### src/rtl/core/lcdnw_pkg.sv
// Shared types, codes and microcode for the character LCD nibble writer.
// No dependencies; used by lcdnw_useq and char_lcd_nibble_writer.
package lcdnw_pkg;

	localparam int PC_W = 5;

	localparam logic [15:0] LEAD_US      = 16'd40000;
	localparam logic [12:0] FULL_GAP_US  = 13'd5000;
	localparam logic [12:0] CLEAR_GAP_US = 13'd1500;
	localparam logic [7:0]  HOME_ADDR    = 8'h80;

	typedef enum logic [2:0] {
		KIND_FULL  = 3'd0,
		KIND_SHORT = 3'd1,
		KIND_CMD   = 3'd2,
		KIND_DATA  = 3'd3,
		KIND_POS   = 3'd4,
		KIND_CLEAR = 3'd5
	} kind_t;

	typedef enum logic [1:0] {
		SRC_CONST,
		SRC_VALUE,
		SRC_ADDR
	} src_t;

	typedef enum logic [1:0] {
		GAP_NONE,
		GAP_CLEAR,
		GAP_FULL
	} gap_t;

	typedef struct packed {
		src_t       src;
		logic [7:0] cbyte;
		logic       rs;
		logic       lead;
		gap_t       gap;
		logic       done;
	} uword_t;

	typedef struct packed {
		logic   active;
		logic   low_half;
		uword_t uw;
	} step_t;

	localparam logic [PC_W-1:0] PC_FULL  = 5'd0;
	localparam logic [PC_W-1:0] PC_SHORT = 5'd12;
	localparam logic [PC_W-1:0] PC_CMD   = 5'd15;
	localparam logic [PC_W-1:0] PC_DATA  = 5'd16;
	localparam logic [PC_W-1:0] PC_POS   = 5'd17;
	localparam logic [PC_W-1:0] PC_CLEAR = 5'd18;

	function automatic logic [PC_W-1:0] entry_pc(input logic [2:0] kind);
		logic [PC_W-1:0] pc;
		case (kind)
			KIND_FULL:  pc = PC_FULL;
			KIND_SHORT: pc = PC_SHORT;
			KIND_CMD:   pc = PC_CMD;
			KIND_DATA:  pc = PC_DATA;
			KIND_POS:   pc = PC_POS;
			KIND_CLEAR: pc = PC_CLEAR;
			default:    pc = PC_FULL;
		endcase
		return pc;
	endfunction

	function automatic logic kind_ok(input logic [2:0] kind);
		return kind <= KIND_CLEAR;
	endfunction

	// One control word per byte: source, constant, RS, lead pause, gap, end of program.
	function automatic uword_t ucode_rom(input logic [PC_W-1:0] pc);
		uword_t w;
		case (pc)
			5'd0:    w = '{SRC_CONST, 8'h03, 1'b0, 1'b1, GAP_FULL,  1'b0};
			5'd1:    w = '{SRC_CONST, 8'h03, 1'b0, 1'b0, GAP_FULL,  1'b0};
			5'd2:    w = '{SRC_CONST, 8'h03, 1'b0, 1'b0, GAP_FULL,  1'b0};
			5'd3:    w = '{SRC_CONST, 8'h28, 1'b0, 1'b0, GAP_FULL,  1'b0};
			5'd4:    w = '{SRC_CONST, 8'h28, 1'b0, 1'b0, GAP_FULL,  1'b0};
			5'd5:    w = '{SRC_CONST, 8'h08, 1'b0, 1'b0, GAP_FULL,  1'b0};
			5'd6:    w = '{SRC_CONST, 8'h01, 1'b0, 1'b0, GAP_FULL,  1'b0};
			5'd7:    w = '{SRC_CONST, 8'h10, 1'b0, 1'b0, GAP_FULL,  1'b0};
			5'd8:    w = '{SRC_CONST, 8'h06, 1'b0, 1'b0, GAP_FULL,  1'b0};
			5'd9:    w = '{SRC_CONST, 8'h02, 1'b0, 1'b0, GAP_FULL,  1'b0};
			5'd10:   w = '{SRC_CONST, 8'h28, 1'b0, 1'b0, GAP_FULL,  1'b0};
			5'd11:   w = '{SRC_CONST, 8'h0C, 1'b0, 1'b0, GAP_FULL,  1'b1};
			5'd12:   w = '{SRC_CONST, 8'h02, 1'b0, 1'b0, GAP_NONE,  1'b0};
			5'd13:   w = '{SRC_CONST, 8'h28, 1'b0, 1'b0, GAP_NONE,  1'b0};
			5'd14:   w = '{SRC_CONST, 8'h0C, 1'b0, 1'b0, GAP_NONE,  1'b1};
			5'd15:   w = '{SRC_VALUE, 8'h00, 1'b0, 1'b0, GAP_NONE,  1'b1};
			5'd16:   w = '{SRC_VALUE, 8'h00, 1'b1, 1'b0, GAP_NONE,  1'b1};
			5'd17:   w = '{SRC_ADDR,  8'h00, 1'b0, 1'b0, GAP_NONE,  1'b1};
			5'd18:   w = '{SRC_CONST, 8'h01, 1'b0, 1'b0, GAP_CLEAR, 1'b1};
			default: w = '{SRC_CONST, 8'h00, 1'b0, 1'b0, GAP_NONE,  1'b1};
		endcase
		return w;
	endfunction

endpackage

### src/rtl/core/lcdnw_useq.sv
// Microcode sequencer: step counter, nibble half bit and busy flag.
// Depends on lcdnw_pkg for the control word, entry points and ROM.
module lcdnw_useq (
	input  logic               clk,
	input  logic               arst_n,
	input  logic               start,
	input  logic [2:0]         kind,
	output logic               busy,
	output lcdnw_pkg::step_t   step
);
	import lcdnw_pkg::*;

	logic [PC_W-1:0] pc_q;
	logic            half_q;
	logic            busy_q;
	logic            take;
	uword_t          uw;

	assign take = start && !busy_q && kind_ok(kind);
	assign uw   = ucode_rom(pc_q);

	always_ff @(posedge clk or negedge arst_n) begin
		if (!arst_n) begin
			pc_q   <= '0;
			half_q <= 1'b0;
			busy_q <= 1'b0;
		end else if (take) begin
			pc_q   <= entry_pc(kind);
			half_q <= 1'b0;
			busy_q <= 1'b1;
		end else if (busy_q) begin
			half_q <= !half_q;
			if (half_q) begin
				if (uw.done) begin
					busy_q <= 1'b0;
				end else begin
					pc_q <= pc_q + PC_W'(1);
				end
			end
		end
	end

	assign busy          = busy_q;
	assign step.active   = busy_q;
	assign step.low_half = half_q;
	assign step.uw       = uw;

endmodule

### src/rtl/core/char_lcd_nibble_writer.sv
// Character LCD nibble writer, top level: operand latch, byte select and output register.
// Start sets the sequencer busy flag, then the output register strobes the first nibble;
// the microcode step counter issues one nibble per cycle after that. Each item sends two
// nibbles per byte (12 for full init, 3 for short, 1 otherwise); a start is taken when idle.
// The receiver cannot stall; results are never held. Reset clears sequencer and strobe.
// Depends on lcdnw_pkg and lcdnw_useq.
module char_lcd_nibble_writer (
	input  logic        clk,
	input  logic        arst_n,
	input  logic        start,
	output logic        busy,
	input  logic [2:0]  kind,
	input  logic [7:0]  value,
	input  logic [1:0]  row,
	input  logic [5:0]  column,
	output logic        strobe,
	output logic        reg_select,
	output logic [3:0]  nibble,
	output logic [15:0] pause_before_us,
	output logic [12:0] pause_after_us,
	output logic        last
);
	import lcdnw_pkg::*;

	step_t       step;
	logic [7:0]  value_q;
	logic [1:0]  row_q;
	logic [5:0]  column_q;
	logic [7:0]  addr;
	logic [7:0]  sel_byte;
	logic        strobe_q;
	logic        rs_q;
	logic [3:0]  nib_q;
	logic [15:0] before_q;
	logic [12:0] after_q;
	logic        last_q;

	lcdnw_useq u_useq (
		.clk    (clk),
		.arst_n (arst_n),
		.start  (start),
		.kind   (kind),
		.busy   (busy),
		.step   (step)
	);

	always_ff @(posedge clk) begin
		if (start && !busy) begin
			value_q  <= value;
			row_q    <= row;
			column_q <= column;
		end
	end

	always_comb begin
		case (row_q)
			2'd1:    addr = {2'b10, column_q};
			2'd2:    addr = {2'b11, column_q};
			default: addr = HOME_ADDR;
		endcase
		case (step.uw.src)
			SRC_VALUE: sel_byte = value_q;
			SRC_ADDR:  sel_byte = addr;
			default:   sel_byte = step.uw.cbyte;
		endcase
	end

	always_ff @(posedge clk or negedge arst_n) begin
		if (!arst_n) begin
			strobe_q <= 1'b0;
		end else begin
			strobe_q <= step.active;
		end
	end

	always_ff @(posedge clk) begin
		rs_q     <= step.uw.rs;
		nib_q    <= step.low_half ? sel_byte[3:0] : sel_byte[7:4];
		before_q <= (step.uw.lead && !step.low_half) ? LEAD_US : '0;
		last_q   <= step.low_half && step.uw.done;
		if (!step.low_half) begin
			after_q <= '0;
		end else begin
			case (step.uw.gap)
				GAP_FULL:  after_q <= FULL_GAP_US;
				GAP_CLEAR: after_q <= CLEAR_GAP_US;
				default:   after_q <= '0;
			endcase
		end
	end

	assign strobe          = strobe_q;
	assign reg_select      = rs_q;
	assign nibble          = nib_q;
	assign pause_before_us = before_q;
	assign pause_after_us  = after_q;
	assign last            = last_q;

`ifndef ASSERT_OFF
	a_strobe_from_busy: assert property (@(posedge clk) disable iff (!arst_n)
		strobe |-> $past(busy))
		else $error("strobe without active sequence");

	a_take_sets_busy: assert property (@(posedge clk) disable iff (!arst_n)
		(start && !busy && kind <= KIND_CLEAR) |=> busy)
		else $error("valid item not taken");

	a_last_ends: assert property (@(posedge clk) disable iff (!arst_n)
		(strobe && last) |=> !strobe)
		else $error("transfer after last nibble");

	a_lead_high_half: assert property (@(posedge clk) disable iff (!arst_n)
		(strobe && pause_before_us != 16'd0) |-> (!last && pause_after_us == 13'd0))
		else $error("lead pause on low nibble");
`endif

endmodule
### config.mk
export PLATFORM = sky130hd
export DESIGN_NAME = char_lcd_nibble_writer
export DESIGN_NICKNAME = d
export VERILOG_FILES = /design/src/rtl/core/lcdnw_pkg.sv /design/src/rtl/core/lcdnw_useq.sv /design/src/rtl/core/char_lcd_nibble_writer.sv
export SDC_FILE = /design/constraint.sdc
export NUM_CORES = 1
export LEC_CHECK = 0
export ABC_AREA = 1
export ABC_CLOCK_PERIOD_IN_PS = 1800
export BUFFER_PORTS_ARGS = -buffer_cell sky130_fd_sc_hd__buf_2
export CAP_MARGIN = 0
export CORE_ASPECT_RATIO = 1.2
export CORE_UTILIZATION = 45
export DETAILED_ROUTE_END_ITERATION = 10
export PLACE_DENSITY = 0.74
export SETUP_SLACK_MARGIN = 0.2
export SYNTH_ARGS = -nofsm -noshare
export SYNTH_HDL_FRONTEND = slang
export SYNTH_SLANG_ARGS = --single-unit
### constraint.sdc
create_clock -name clk -period 1.8 [get_ports clk]
set_clock_uncertainty 0.05 [all_clocks]
set_input_delay 0.18 -clock clk [delete_from_list [all_inputs] [get_ports clk]]
set_output_delay 0.18 -clock clk [all_outputs]
set_load 0.005 [all_outputs]
==> PnR_summary.wiki <==
{| class="wikitable"
! Metric !! Value
|-
| Status || complete, but fails checks
|-
| Most prevalent standard cell on the critical path || nand2_1
|-
| Drt pass-1 iters || 4
|-
| Fmax || 527.2 MHz
|-
| Static leakage power || 1.373 nW
|-
| Count of endpoints failing hold in the final timing report || 0
|-
| Ratio of routed vias to standard cells || 4.773
|-
| Global-route wire length before repair || 6423 um
|-
| Post-route DRC || 0
|-
| Vias in the first global route || 1511
|-
| Number of top-level pins || 59
|-
| Count of different cell masters after synthesis || 27
|-
| Main synth FF type || edfxtp_1
|-
| Setup violations, final || 4
|-
| Unrepaired setup endpoints after global routing || yes
|-
| Layout area overhead || 35.84%
|-
| Final non-filler cell total || 366
|-
| Post-route worst setup slack || -96.66 ps
|-
| Number of placement rows || 26
|-
| Clk slew on worst S/H paths || 70 ps
|-
| Max-cap violation count || 0
|-
| Cell count after synthesis || 242
|-
| Bufs and invs on worst path || 4
|-
| Cell count after placement || 343
|-
| TritonCTS Sinks || 34
|-
| RR Startpoint || u_useq.pc_q[0]
|-
| Largest net degree at the start of global routing || 17
|-
| RD Place Congestion || 0.9178
|-
| Number of synthesized flops with an enable pin || 16
|-
| Htree depth || 2
|-
| Final wirelength || 4304 um
|-
| Number of nets in the final layout || 343
|-
| Met2 Routed Length || 2193 um
|-
| Final slew viol count || 0
|-
| Worst setup EP type || flop
|-
| Share of the clock period used by the worst path || 105.4%
|-
| CTS buffer count || 5
|-
| Initial standard-cell utilization of the core || 46.95%
|-
| Wire length per cell || 11.76 um
|-
| Signal arrival time at the worst endpoint || 2030 ps
|-
| Area of the mapped netlist || 2001 um2
|-
| CP max stage delay || 430 ps
|-
| Clock latency on the worst-skew pair || 290 ps
|-
| Number of synthesized register bits || 34
|-
| Grt total ovfl || 0
|-
| Tot GR Track Use || 18.08%
|-
| Core ar. || 4262 um2
|-
| Floorplan die height || 75.04 um
|-
| Detailed route wirelength on metal3 || 242 um
|-
| Buffer cell driving the clock tree root || clkbuf_8
|-
| Minimum period implied by the final worst setup slack || 1897 ps
|-
| Sequential cell area fraction in the yosys report || 44.03%
|-
| Iteration-0 DRC count of the detailed router || 84
|-
| PortBufs || 43
|-
| Critical path required time || 1940 ps
|-
| PD cells || 1627 nW/um2
|-
| Type of the worst min-delay path || in -> reg
|-
| Horizontal extent of the die || 62.87 um
|-
| Max IR drop VDD || 0.9661 mV
|-
| Start point of the worst min-delay path || value[4]
|-
| Top layer in use || met4
|-
| Violations in the final reports || setup timing
|-
| Number of antenna violations at the first check in global routing || 0
|-
| Critical path, cell by cell || inv_2 -> ha_4 -> nand2_2 -> nor2_2 -> a31oi_4 -> inv_2 -> ha_4 -> nor2_1 -> buf_4 -> nand2_1 -> nand2_1 -> inv_1 -> nand2_1
|-
| Sum of negative setup slack || -294.2 ps
|-
| Kind of cell adding the most delay to the critical path || adder cells
|-
| Routed length on met1 || 1698 um
|-
| Slowest stage cell on the critical path || dfrtp_2
|-
| Crit Path Max Fanout || 5
|-
| Clock buffer depth || 2
|-
| CTS tree || done
|-
| Residual antenna-violating net count after detailed routing || 0
|-
| HPWL after detailed placement || 2891 um
|-
| Critical path class || reg -> reg
|-
| Startpoint of the worst setup timing path || u_useq.pc_q[0]
|-
| Number of diodes added for antenna fixing || 0
|-
| Type of element launching the critical path || flop
|-
| Floorplan die area || 4718 um2
|-
| Synthesized area per cell || 8.267 um2
|-
| Share of flip-flops with an asynchronous set or reset || 23.53%
|-
| Layout cells sized above 1 || 42.26%
|-
| Via count || 1747
|-
| Total of warnings raised by yosys || 0
|}
==> cell usage in the layout, fill, tap and decap left out, types with 2 or more instances in the layout <==
master,Yosys,layout
a21oi_2,1,2
buf_2,0,43
buf_4,27,27
bufinv_16,0,2
clkbuf_8,0,5
conb_1,1,15
dfrtp_1,8,5
dfrtp_2,0,3
dfxtp_1,10,10
dlygate4sd3_1,0,5
edfxtp_1,16,16
ha_1,12,5
ha_4,0,7
inv_1,22,18
inv_2,6,9
nand2_1,76,66
nand2_2,2,11
nand2_4,1,2
nand3_1,29,23
nand3_2,1,5
nand3_4,1,3
nor2_1,9,7
nor2_2,4,3
nor2_4,0,3
nor3_1,3,2
o21ai_0,3,3
==> per-layer routing <==
| metal | GRT usage (%) | vias up |
|---|---|---|
| met5 | 0 | - |
| met4 | 11.11 | 0 |
| met2 | 32.26 | 88 |
| met3 | 4.394 | 15 |
| met1 | 19.60 | 781 |
| li1 | - | 863 |
==> cells in the mapped netlist (2+ instances only) <==
| cell | number | area share, % |
|---|---|---|
| edfxtp_1 | 16 | 24 |
| inv_1 | 22 | 4.1 |
| o21ai_0 | 3 | 0.75 |
| nand2_2 | 2 | 0.63 |
| dfrtp_1 | 8 | 10 |
| nand2_1 | 76 | 14 |
| nand3_1 | 29 | 7.3 |
| dfxtp_1 | 10 | 10 |
| nor2_1 | 9 | 1.7 |
| a21oi_1 | 2 | 0.50 |
| nor2_2 | 4 | 1.3 |
| buf_6 | 2 | 1.1 |
| nor3_1 | 3 | 0.75 |
| ha_1 | 12 | 7.5 |
| inv_2 | 6 | 1.1 |
| buf_4 | 27 | 10 |
==> per-stage QoR <==
step / setup slack (ps) / area (um2) / util, % / total power (W) / hold slack, ps
after floorplan: 47.69 / 2122 / - / 0.002504 / -165.6
after global placement: -70.57 / 2303 / 54.05 / 0.003011 / -18.43
after detailed placement: -69.75 / 2303 / 54.05 / 0.003031 / -18.77
after CTS: -18.72 / 2536 / 59.51 / 0.004090 / 9.419
after global routing: -170.8 / 2718 / 63.77 / 0.004714 / 2.428
final: -96.66 / 2718 / 63.77 / 0.004421 / 8.513
==> where the power goes <==
| group | internal, W | switching, W |
|---|---|---|
| Combinational | 0.00106 | 0.00129 |
| Clock | 0.000555 | 0.000297 |
| Sequential | 0.00106 | 0.000161 |
==> path summary, 6_finish.rpt <==
path	end	cells past startpoint	slack, ps
worst max-delay path	nibble[0]	13	-100
worst min-delay path	value_q[4]	1	9
worst max register to register	nibble[0]	13	-100
worst min register to register	strobe	0	420
max in group asynchronous	u_useq.pc_q[0]	2	1310
min in group asynchronous	u_useq.pc_q[4]	2	200
==> worst reg2reg max path: stages (launching register included) <==
cell,delay (ps)
dfrtp_2,430
inv_2,70
ha_4,160
nand2_2,70
nor2_2,60
a31oi_4,180
inv_2,60
ha_4,300
nor2_1,60
buf_4,140
nand2_1,50
nand2_1,50
inv_1,50
nand2_1,50
==> cell families (layout without fill, tap and decap cells) <==
family	after synthesis	after routing	synth area share, %
AND/OR/NAND/NOR	126	126	27.77
buffers and inverters	58	112	16.70
flip-flops	34	34	44.03
adder cells (fa/ha/maj)	12	12	7.504
AO/OA/AOI/OAI	11	11	3.815
other	1	15	0.1874
==> timing repair <==
action,4_1_cts,5_1_grt
hold buffers,1,4
pin swaps,12,7
resized for setup,9,27
hold endpoints to repair,8,4
buffers inserted,7,3
setup endpoints to repair,4,12
==> flip-flops by register name, indices dropped and copies added, names as in the netlist <==
name and flops:
column_q 6, last 1, nibble 4, pause_after_us 3
pause_before_us 1, reg_select 1, row_q 2, strobe 1
u_useq.busy 1, u_useq.half_q 1, u_useq.pc_q 5, value_q 8
==> area by class of cell <==
cell class	instances	area (um2)
clock inverter	3	68.82
tap	56	70.07
timing repair buffer	76	479.2
inverter	28	107.6
multi-input combinational	164	1039
clock buffer	5	68.82
sequential	34	884.6
fill	344	1544
No activity file was read; power rests on OpenSTA's default activity.
